### src/design/tss_ram.sv
// Generic single-write, single-read RAM with registered read data.
module tss_ram #(
    parameter int WIDTH = 8,
    parameter int DEPTH = 16
) (
    input  logic                     clk,
    input  logic                     we,
    input  logic [$clog2(DEPTH)-1:0] waddr,
    input  logic [WIDTH-1:0]         wdata,
    input  logic [$clog2(DEPTH)-1:0] raddr,
    output logic [WIDTH-1:0]         rdata
);

    logic [WIDTH-1:0] mem [DEPTH];

    always_ff @(posedge clk)
    begin
        if (we)
        begin
            mem[waddr] <= wdata;
        end
        rdata <= mem[raddr];
    end

endmodule

### config.mk
export PLATFORM = sky130hd
export DESIGN_NAME = tss_ram
export DESIGN_NICKNAME = d
export VERILOG_FILES = /design/src/design/tss_ram.sv
export SDC_FILE = /design/constraint.sdc
export NUM_CORES = 1
export LEC_CHECK = 0
export ABC_AREA = 0
export BUFFER_PORTS_ARGS = -buffer_cell sky130_fd_sc_hd__buf_4
export CORE_ASPECT_RATIO = 1.4
export CORE_MARGIN = 4
export CORE_UTILIZATION = 38
export DETAILED_ROUTE_END_ITERATION = 8
export HOLD_SLACK_MARGIN = 0.12
export PLACE_DENSITY_LB_ADDON = 0.2
export SYNTH_ARGS = -nofsm -noshare
export SYNTH_HDL_FRONTEND = slang
export SYNTH_SLANG_ARGS = --single-unit
### constraint.sdc
create_clock -name clk -period 1.8 [get_ports clk]
set_clock_uncertainty 0.15 [all_clocks]
set_input_delay 0.18 -clock clk [delete_from_list [all_inputs] [get_ports clk]]
set_output_delay 0.18 -clock clk [all_outputs]
set_load 0.02 [all_outputs]
======== Yosys cells after proc, flatten, opt, wreduce, memory -nomap -nowiden ========
Memory sizes are Yosys's and may differ from the RTL's. A register that Yosys moved wholly into a read port is not among the register bits.
Index checks and enable logic that the tools add are counted.
storage, ports and cells
  input port bits ......................... 18
  bits in registers ....................... 0
  logic and storage cells ................. 3
  bits in writable memories ............... 128
  memories ................................ 1
memories
  memory  depth  width  rd ports  clocked after Yosys merged registers in  wr ports  line  RTL
  mem     16     8      1         1                                        1         14    logic [WIDTH-1:0] mem [DEPTH];
operators by class
  mux-type cells .......................... 2
operators with widths
  kind     number
  $mux W1  2

======== Logic depth before layout (Yosys ltp) ========
  word-level depth ........................ 2
  mapped depth ............................ 5

======== Least setup slack after synthesis ========
No wires, ideal clock.
  path kind ............................... in2reg
  start point ............................. input port waddr[2]
  end point ............................... memory mem[0][0], enable pin
  data arrival time ....................... 1290 ps
  stages .................................. 2
  buffers on the path ..................... 0
  setup time .............................. 383 ps
  required time ........................... 1267 ps
  path slack .............................. -23 ps
  path through ............................ or3b_2 -> nor3_1
RTL lines
  element      line  RTL
  from (decl)  8     input logic [$clog2(DEPTH)-1:0] waddr,
  to (decl)    14
Straight into the memory's write port.

======== Worst setup path in the final report ========
  start point ............................. input port waddr[1]
  end point ............................... memory mem[9][2], enable pin
Straight into the memory's write port.

==> impl.org <==
** Timing
- Relative slew margins :: approximately three quarters
- Setup repair after global routing left no endpoint under its margin.
- Endpoints failing hold :: 0
- Of the available clock period, the critical path in the final layout requires between 80% and 90%.
- Hold is met by 216 ps.
- Final worst-path setup slack :: approximately 310 ps
- Count of final max-slew check failures :: 0
- Setup total negative slack on the finished layout was measured at 0 ps.
- The worst path needs 1490 ps of the cycle, external delays included.
- For this run, the top clock speed supported by timing is 0.670 GHz.
- For the pin with the worst max-slew slack, the measured transition is 401 ps.
- Setup violations remaining at the end of the flow were counted as 0.

** Yosys
- Share of synthesized registers carrying an async set or reset :: 0%
- Cells taking the most area after synthesis :: edfxtp_1, mux4_2, mux4_1
- Net count after synthesis :: ~250
- Netlist area before placement :: between 0.005 and 0.006 mm^2
- A synthesized cell averages 22.5 um^2.
- During synthesis, Yosys emitted a total of 0 warnings.
- The most used flip-flop cell after synthesis is edfxtp_1.
- In this run, synthesis produced a sequential element count of between 100 and 150.
- In this run, synthesis inferred ~130 flip-flops with an integrated enable.
- After technology mapping, the gate count stands at between 200 and 250.
- Summing the sequential cell areas from Yosys gives 77.8% of the chip area.
- After synthesis, the largest area contributor takes up roughly 75% of total cell area.
- Leading area contributor after synthesis :: edfxtp_1
- Yosys mapped the design onto 19 distinct sky130hd cell types.

** Status
- The flow ran to the end, and the final reports show no timing, DRC or antenna violations.

** Clock network
- Clk slew on worst S/H paths :: 50 ps
- Clock buffers created by TritonCTS :: 17
- The later pin in the worst-skew pair is clocked with a latency of 410 ps.
- Number of sinks handled by clock tree synthesis :: between 100 and 150
- Root cell of the clock tree :: clkbuf_16
- Clock Path Buffers :: 2
- CTS tree :: built
- Number of levels in the clock H-tree :: 4

** Die
- Row count :: 50
- Placeable Area :: 0.0133 mm^2
- I/O pin cnt :: 26
- The initial utilization of the core area, before any placement, comes to about two fifths.
- The die is roughly 110 um wide.
- The die is 146 um tall.
- Die footprint :: approximately 0.015 mm^2

** Detailed routing
- Number of design-rule violations left by the first detailed-router iteration :: approximately 180
- Before antenna repair, the detailed router went through 4 iterations.
- Drt drc :: 0
- After detailed routing, the total wire length is roughly 10000 um.
- Number of vias after detailed routing :: 2509
- Wirelength per Cell :: around 20 um
- Once detail routing completed, the nets flagged for antenna violations numbered 0.
- Using the TritonRoute via totals, the vias-per-cell ratio works out to ~5.1.

** Cells and area
- Final core utilization :: between 40% and 50%
- The filler cells instantiated in the layout total 1111.
- Most frequent standard cell in the layout excluding fill and tap cells :: edfxtp_1
- Area growth from synthesis to layout :: 25.1%
- In the final layout, the share of cells above drive strength 1 is between 30% and 40%.
- At the end of the flow, the number of nets in the layout was 319.
- The repair_antennas step left the layout with diodes totalling 0.
- Number of non-filler instances in the completed layout :: approximately 500
- Leaving out fill and tap cells, the most frequent cells in the layout are edfxtp_1, buf_4, mux4_2.

** Placed design
- Prior to clock tree synthesis, the placed netlist has a worst setup slack of between 100 and 150 ps.
- IO Port Bufs :: 25
- Total instance count after detailed placement :: 453
- Final HPWL DP :: 6960 um
- Routability cong. :: between 0.7 and 0.8

** GRT
- Final global-route overflow total :: 0
- Largest net degree at the start of global routing :: 17
- Number of global-route vias before repair :: 2705
- Antenna violations before repair :: 0
- GRT Util Overall :: 14.2%
- The first global-routing pass estimated approximately 16000 um of wire.

** Worst setup path
- CP arrival :: approximately 1500 ps
- Counting cells, the worst reg-to-reg path comes to 3.
- The worst setup path is launched from a primary input.
- At the worst endpoint, the required time is 1760 ps.
- Category of the most critical setup path :: in2reg
- Critical path fanouts, max :: 8
- Worst setup EP type :: flip-flop

** Hold path
- The worst hold path passes through 4 cells.
- Kind of path behind the tightest hold check :: in2reg

** Pwr
- In this run, the clock network consumes between 40% and 50% of the power.
- Power spread over the standard cell area amounts to 1160 mW/mm^2.
- Combinational group share of total power :: between 5 and 6%
- Highest ir drop seen on vdd :: 484 uV
- Total net switching power :: roughly 1500 uW
- The internal portion of the total power is 6030 uW.
- The analysis attributes to cell leakage a power of between 0.002 and 0.0025 uW.
- Switch share :: 19.5%
- Register share of total power :: a little under half

** Flow run
- The tool flagged a number of max-cap violations equal to 0.
## cell usage after synthesis (all sizes together) (2+ instances only)
cell,count
nor3,4
clkdlybuf4s25,3
nor2,13
nand3b,2
mux4,32
a22oi,16
nand2,9
nand2b,2
buf,7
edfxtp,128
dfxtp,8
## state kept, by name (all words and copies together), names as in the netlist
register	count
mem	128
rdata	8
## through the flow
| step | cell area (um^2) | total power [uW] |
|---|---|---|
| 3_3_place_gp | 5720 | 4010 |
| 5_1_grt | 6440 | 7760 |
| 6_report | 6440 | 7480 |
| 2_1_floorplan | 5150 | 3830 |
| 4_1_cts | 6440 | 7540 |
| 3_5_place_dp | 5720 | 4020 |
## logic make-up (layout without fill, tap and decap cells)
| kind of cell | count (synthesis) | in the layout | synth area share (%) |
|---|---|---|---|
| multiplexers | 32 | 32 | 15.0 |
| flip-flops | 136 | 136 | 77.8 |
| AO/OA/AOI/OAI | 16 | 16 | 2.33 |
| buffers and inverters | 10 | 95 | 1.68 |
| AND/OR/NAND/NOR | 35 | 35 | 3.18 |
## final timing paths
path	start	slack, ps	end
max	waddr[1]	310	mem[9][2]
min	raddr[1]	220	rdata[5]
max reg2reg	mem[2][6]	340	rdata[6]
min reg2reg	mem[8][1]	530	rdata[1]
## timing repair
action / CTS / global route
hold buffers: 11 / 0
setup buffers: 0 / 0
gates resized for setup: 0 / 0
endpoints found under the hold margin: 132 / 0
## power groups by stage
stage	clock network, uW	logic, uW	registers [uW]
after floorplan	0	180	3650
after detailed placement	0	394	3630
after global placement	0	388	3630
after CTS	3570	414	3560
after global routing	3760	439	3570
final	3510	406	3560
## layout make-up
type | instances | area (um^2) | area share (%)
sequential | 136 | 4000 | 62.2
multi-input combinational | 83 | 1060 | 16.5
timing repair buffer | 63 | 538 | 8.35
clock buffer | 17 | 425 | 6.60
tap | 182 | 228 | 3.54
clock inverter | 15 | 184 | 2.86
## layer usage
layer / part of all wire [%] / vias up / GRT usage, %
met2: 52 / 61 / 23.3
met5: 0 / - / 0
met4: 1.7 / 0 / 5.57
li1: - / 1114 / -
met3: 4.1 / 14 / 4.57
met1: 42 / 1320 / 17.5
## worst max-delay path, cell delays in order
cell and delay (ps):
dlygate4sd3_1 530, buf_4 160, nand2b_1 200, nor2_1 140, buf_4 230
(Power assumes the default switching activity.)
