## src/design/tss_pkg.sv

```systemverilog
// Shared types and constants of the tone step sequencer.
package tss_pkg;

    localparam int TABLE_STEPS = 256;
    localparam int ADDR_W      = $clog2(TABLE_STEPS);
    localparam int MAX_LENGTH  = 256;

    typedef enum logic [1:0] {
        KIND_TICK  = 2'd0,
        KIND_WRITE = 2'd1,
        KIND_START = 2'd2,
        KIND_STOP  = 2'd3
    } kind_t;

    typedef struct packed {
        kind_t       kind;
        logic [7:0]  step_slot;
        logic [15:0] step_frequency;
        logic [15:0] step_duration;
        logic [15:0] step_gap;
        logic [8:0]  seq_length;
    } item_t;

    typedef struct packed {
        logic        tone_on;
        logic [15:0] tone_frequency;
        logic        playing;
        logic [8:0]  step_index;
    } result_t;

    typedef struct packed {
        logic [15:0] frequency;
        logic [15:0] duration;
        logic [15:0] gap;
    } step_entry_t;

endpackage

```

## src/design/tss_out_skid.sv

```systemverilog
// Result register with a skid stage, so the producer can push one more result while the output is stalled.
module tss_out_skid (
    input  logic              clk,
    input  logic              rst_n,
    input  logic              push,
    input  tss_pkg::result_t  push_data,
    output logic              space,
    output logic              result_valid,
    input  logic              result_ready,
    output tss_pkg::result_t  result
);

    logic             out_valid_reg;
    logic             skid_valid_reg;
    tss_pkg::result_t out_data_reg;
    tss_pkg::result_t skid_data_reg;

    assign space        = !skid_valid_reg;
    assign result_valid = out_valid_reg;
    assign result       = out_data_reg;

    always_ff @(posedge clk or negedge rst_n)
    begin
        if (!rst_n)
        begin
            out_valid_reg  <= 1'b0;
            skid_valid_reg <= 1'b0;
        end
        else if (!out_valid_reg || result_ready)
        begin
            if (skid_valid_reg)
            begin
                out_valid_reg  <= 1'b1;
                skid_valid_reg <= 1'b0;
            end
            else
            begin
                out_valid_reg <= push;
            end
        end
        else if (push)
        begin
            skid_valid_reg <= 1'b1;
        end
    end

    always_ff @(posedge clk)
    begin
        if (!out_valid_reg || result_ready)
        begin
            if (skid_valid_reg)
            begin
                out_data_reg <= skid_data_reg;
            end
            else
            begin
                out_data_reg <= push_data;
            end
        end
        else if (push)
        begin
            skid_data_reg <= push_data;
        end
    end

endmodule

```

## config.mk

```make
export PLATFORM = sky130hd
export DESIGN_NAME = tss_out_skid
export DESIGN_NICKNAME = d
export VERILOG_FILES = /design/src/design/tss_pkg.sv /design/src/design/tss_out_skid.sv
export SDC_FILE = /design/constraint.sdc
export NUM_CORES = 1
export LEC_CHECK = 0
export ABC_AREA = 1
export ABC_CLOCK_PERIOD_IN_PS = 3600
export BUFFER_PORTS_ARGS = -buffer_cell sky130_fd_sc_hd__buf_2
export CORE_ASPECT_RATIO = 0.9
export CORE_UTILIZATION = 25
export DETAILED_ROUTE_END_ITERATION = 10
export GPL_TIMING_DRIVEN = 0
export HOLD_SLACK_MARGIN = 0.1
export PLACE_DENSITY_LB_ADDON = 0.08
export SLEW_MARGIN = 0
export SYNTH_ARGS = -nofsm -noshare
export SYNTH_HDL_FRONTEND = slang
export SYNTH_SLANG_ARGS = --single-unit
export TNS_END_PERCENT = 20
```

## constraint.sdc

```tcl
create_clock -name clk -period 3.6 [get_ports clk]
set_input_delay 0.18 -clock clk [delete_from_list [all_inputs] [get_ports clk]]
set_output_delay 0.18 -clock clk [all_outputs]
set_load 0.01 [all_outputs]
```

* Word-level counts from Yosys, hierarchy flattened *
Cells that the tools add are included.

storage, ports and cells
  register bits = 56
  bits in latches = 0
  RAM bits = 0
  ROM bits = 0
  logic and storage cells = 20
  memories kept = 0

operators by class
  add/subtract/negate cells = 0
  $mul = 0
  divide/modulo/power cells = 0
  magnitude comparators = 0
  eq/ne operators = 0
  shift-type cells = 0
  mux-type cells = 4
  bitwise logic cells = 1
  reductions and logical operators = 5

operator list
  operator             count
  27-bit two-way mux   1
  1-bit two-way mux    3
  1-bit zero test      2
  2-bit AND reduction  1
  2-bit nonzero test   1
  1-bit logical OR     1
  1-bit NOT            1

* Depth between registers and ports, before layout *
  depth after elaboration = 4
  gate-level depth with buffers = 4

* Worst setup path before layout *
No wires, ideal clock.

  path kind = register -> register
  from = register out_valid_reg, in the netlist result_valid
  to = register skid_data_reg[0] in the netlist's numbering, enable pin
  setup time = 0.411 ns
  arrival time = 2.287 ns
  required time = 3.189 ns
  slack = 0.902 ns
  cell stages (with the launch flop) = 3
  clock period less this slack = 2.698 ns
  path through = dfrtp_1 -> nand2_1 -> nor2_1

between the ends
  cells in the longest elaborated chain, start to end = 4

ends and longest elaborated chain
  what                           RTL line            RTL
  from (decl)                    tss_out_skid.sv:13  logic out_valid_reg;
  from (signal assigned)         tss_out_skid.sv:38  out_valid_reg <= push;
  1-bit zero test                tss_out_skid.sv:49  if (!out_valid_reg || result_ready)
  1-bit logical OR               tss_out_skid.sv:49
  1-bit NOT (no line)            n/a
  2-bit AND reduction (no line)  n/a
  to (signal assigned)           tss_out_skid.sv:62  skid_data_reg <= push_data;
  to (decl)                      tss_out_skid.sv:16  tss_pkg::result_t skid_data_reg;

Every way passes these cells.
A chain may end at the register's enable or synchronous reset.

* Worst setup path after layout *
  from = register out_valid_reg, in the netlist result_valid
  to = register skid_data_reg[22] in the netlist's numbering, enable pin

The elaborated chain is that of the path after synthesis.

==> results.json <==
{
  "status": "finished, violations left",
  "violations": "DRC",
  "initial_core_util": 0.258,
  "crit_slowest_cell": "nor2_4",
  "relSlewSlack": 0.440,
  "fin_skew_ns": 0.00427,
  "nets": 276,
  "placed_cell_area_um2": 2500,
  "path_clk_slew_ns": 0.09,
  "crit_fanout": 30,
  "path_buf_inv": 0,
  "endpoint_kind": "flop",
  "final-setup-viol-count": 0,
  "drt-pass1-iter-count": 7,
  "max_slew.worst_pin.slew_ns": 0.838,
  "ir_worst_vdd_v": 0.000136,
  "synth_largest_area_cell": "edfxtp_1",
  "ys_seq_area_frac": 0.808,
  "leakage_uw": 0.00123,
  "drc": 5,
  "syn_avg_cell_area_um2": 13.8,
  "synthTopCellsByArea": "edfxtp_1, nand2_1, dfrtp_1",
  "p_clk_frac": 0.255,
  "drt-initial-drc-count": 54,
  "grt.total_usage": 0.0998,
  "crit_type": "flop to flop",
  "htree_num_levels": 2,
  "dp_hpwl_um": 2480,
  "die_y_um": 88.3,
  "grt_max_degree": 31,
  "final_cell_mix": "nand2_1, buf_2, edfxtp_1",
  "pwr-share-seq": 0.612,
  "clk_latency_ns": 0.30,
  "fin_area_um2": 2870,
  "num_rows": 31,
  "synth_area_um2": 2070,
  "drt-vias-per-instance": 3.90,
  "fillers": 786,
  "cts.sinks": 56,
  "yosys_warnings": 0,
  "grt_antenna_before_repair": 0,
  "portBuffers": 59,
  "vias": 1341,
  "ys_seq_elements": 56,
  "fmax_mhz": 483,
  "core_um2": 8030,
  "grt-ovfl-total": 0,
  "hp-class": "primary input to asynchronous set/reset pin",
  "path_cells": "nand2_2 > nor2_4",
  "die-area_um2": 8650,
  "cts-root-buf": "clkbuf_8",
  "ant_nets": 0,
  "maxSlewViolCount": 0,
  "final_common_cell": "nand2_1",
  "cp.required_ns": 3.53,
  "layout-drive-gt1-share": 0.294,
  "switching_share": 0.236,
  "switchingPower_uw": 302,
  "finalHoldViolations": 0,
  "rsz0062_at_grt": "false",
  "total_power_uw": 1280,
  "clockBufferDepth": 2,
  "n_antenna_cell": 0,
  "final.period_utilization": 0.575,
  "numCtsBuffers": 5,
  "crit_family": "simple AND/OR/NAND/NOR gates",
  "area_growth_pct": 38.5,
  "cts_tree": "built",
  "worstPathArrival_ns": 2.00,
  "gp_congestion": 0.626,
  "powerDensity_nw_per_um2": 448,
  "yosysUniqueCellTypes": 8,
  "synth_top_cell_area_share": 0.784,
  "p_int_uw": 980,
  "wl_um": 4140,
  "syn_inst": 150,
  "critical_path.startpoint_type": "flop",
  "critPathMaxStageDelay_ns": 0.85,
  "dieWidth_um": 97.9,
  "grt_pass1_wl_um": 6390,
  "cts_setup_buffers": 0,
  "combPwrFrac": 0.133,
  "io_pins": 60,
  "cap_violations": 0,
  "fin_crit_ns": 2.07,
  "synth.net_count": 181,
  "grt_pass1_vias": 1275,
  "detail_route.wl_per_cell_um": 12.0
}
-- synthesized netlist by cell type (all sizes together) --
master / instances
inv: 3
nor2: 3
buf: 5
nand2: 83
dfrtp: 2
edfxtp: 54
-- through the flow --
step | setup TNS [ns] | setup WS [ns] | std cells | utilization | hold WS [ns]
4_1_cts | 0 | 1.42 | 344 | 0.357 | 0.167
6_report | 0 | 1.53 | 344 | 0.357 | 0.193
3_3_place_gp | -7.36 | -0.274 | 308 | 0.310 | -0.0306
5_1_grt | 0 | 1.31 | 344 | 0.357 | 0.184
2_1_floorplan | 0 | 0.902 | 150 | - | -0.116
3_5_place_dp | 0 | 1.46 | 308 | 0.311 | -0.0295
-- what timing repair did --
action | CTS | global route
endpoints found under the hold margin | 30 | 0
hold buffers | 29 | 0
resized for setup | 0 | 0
-- path summary, 6_finish.rpt --
check,from,endpoint,slack (ns),depth (start not counted)
max,result_valid$_DFFE_PN0P_,skid_data_reg[22]$_DFFE_PP_,1.53,2
min,rst_n,result_valid$_DFFE_PN0P_,0.19,2
max reg2reg,result_valid$_DFFE_PN0P_,skid_data_reg[22]$_DFFE_PP_,1.53,2
min reg2reg,skid_data_reg[17]$_DFFE_PP_,result[17]$_DFFE_PP_,0.53,2
max in group asynchronous,rst_n,skid_valid_reg$_DFFE_PN0P_,3.31,2
min in group clk,skid_data_reg[17]$_DFFE_PP_,result[17]$_DFFE_PP_,0.53,2
-- power groups by stage --
stage / clock network [uW] / logic (uW) / registers [uW]
after floorplan: 0 / 58.0 / 819
after CTS: 341 / 175 / 786
after global placement: 0 / 149 / 802
final: 326 / 171 / 785
after detailed placement: 0 / 150 / 800
after global routing: 363 / 190 / 790
-- kinds of logic after synthesis --
kind of cell | synth area share
simple gates | 0.156
buf+inv | 0.0363
flops | 0.808
-- area by class of cell --
class | instances | area [um^2] | share of cell area
clock buffer | 5 | 68.8 | 0.0240
tap | 99 | 124 | 0.0432
clock inverter | 2 | 7.51 | 0.00262
inverter | 3 | 11.3 | 0.00393
sequential | 56 | 1670 | 0.583
timing repair buffer | 88 | 586 | 0.204
buffer | 5 | 63.8 | 0.0223
multi-input combinational | 86 | 333 | 0.116
-- layer usage --
metal  vias up  GRT usage  share of wire
met1       616      0.123           0.48
li1        685          -              -
met4         0     0.0289         0.0065
met2        38      0.168           0.46
met3         2     0.0348          0.048
met5         -          0              0
(Power assumes the default switching activity.)
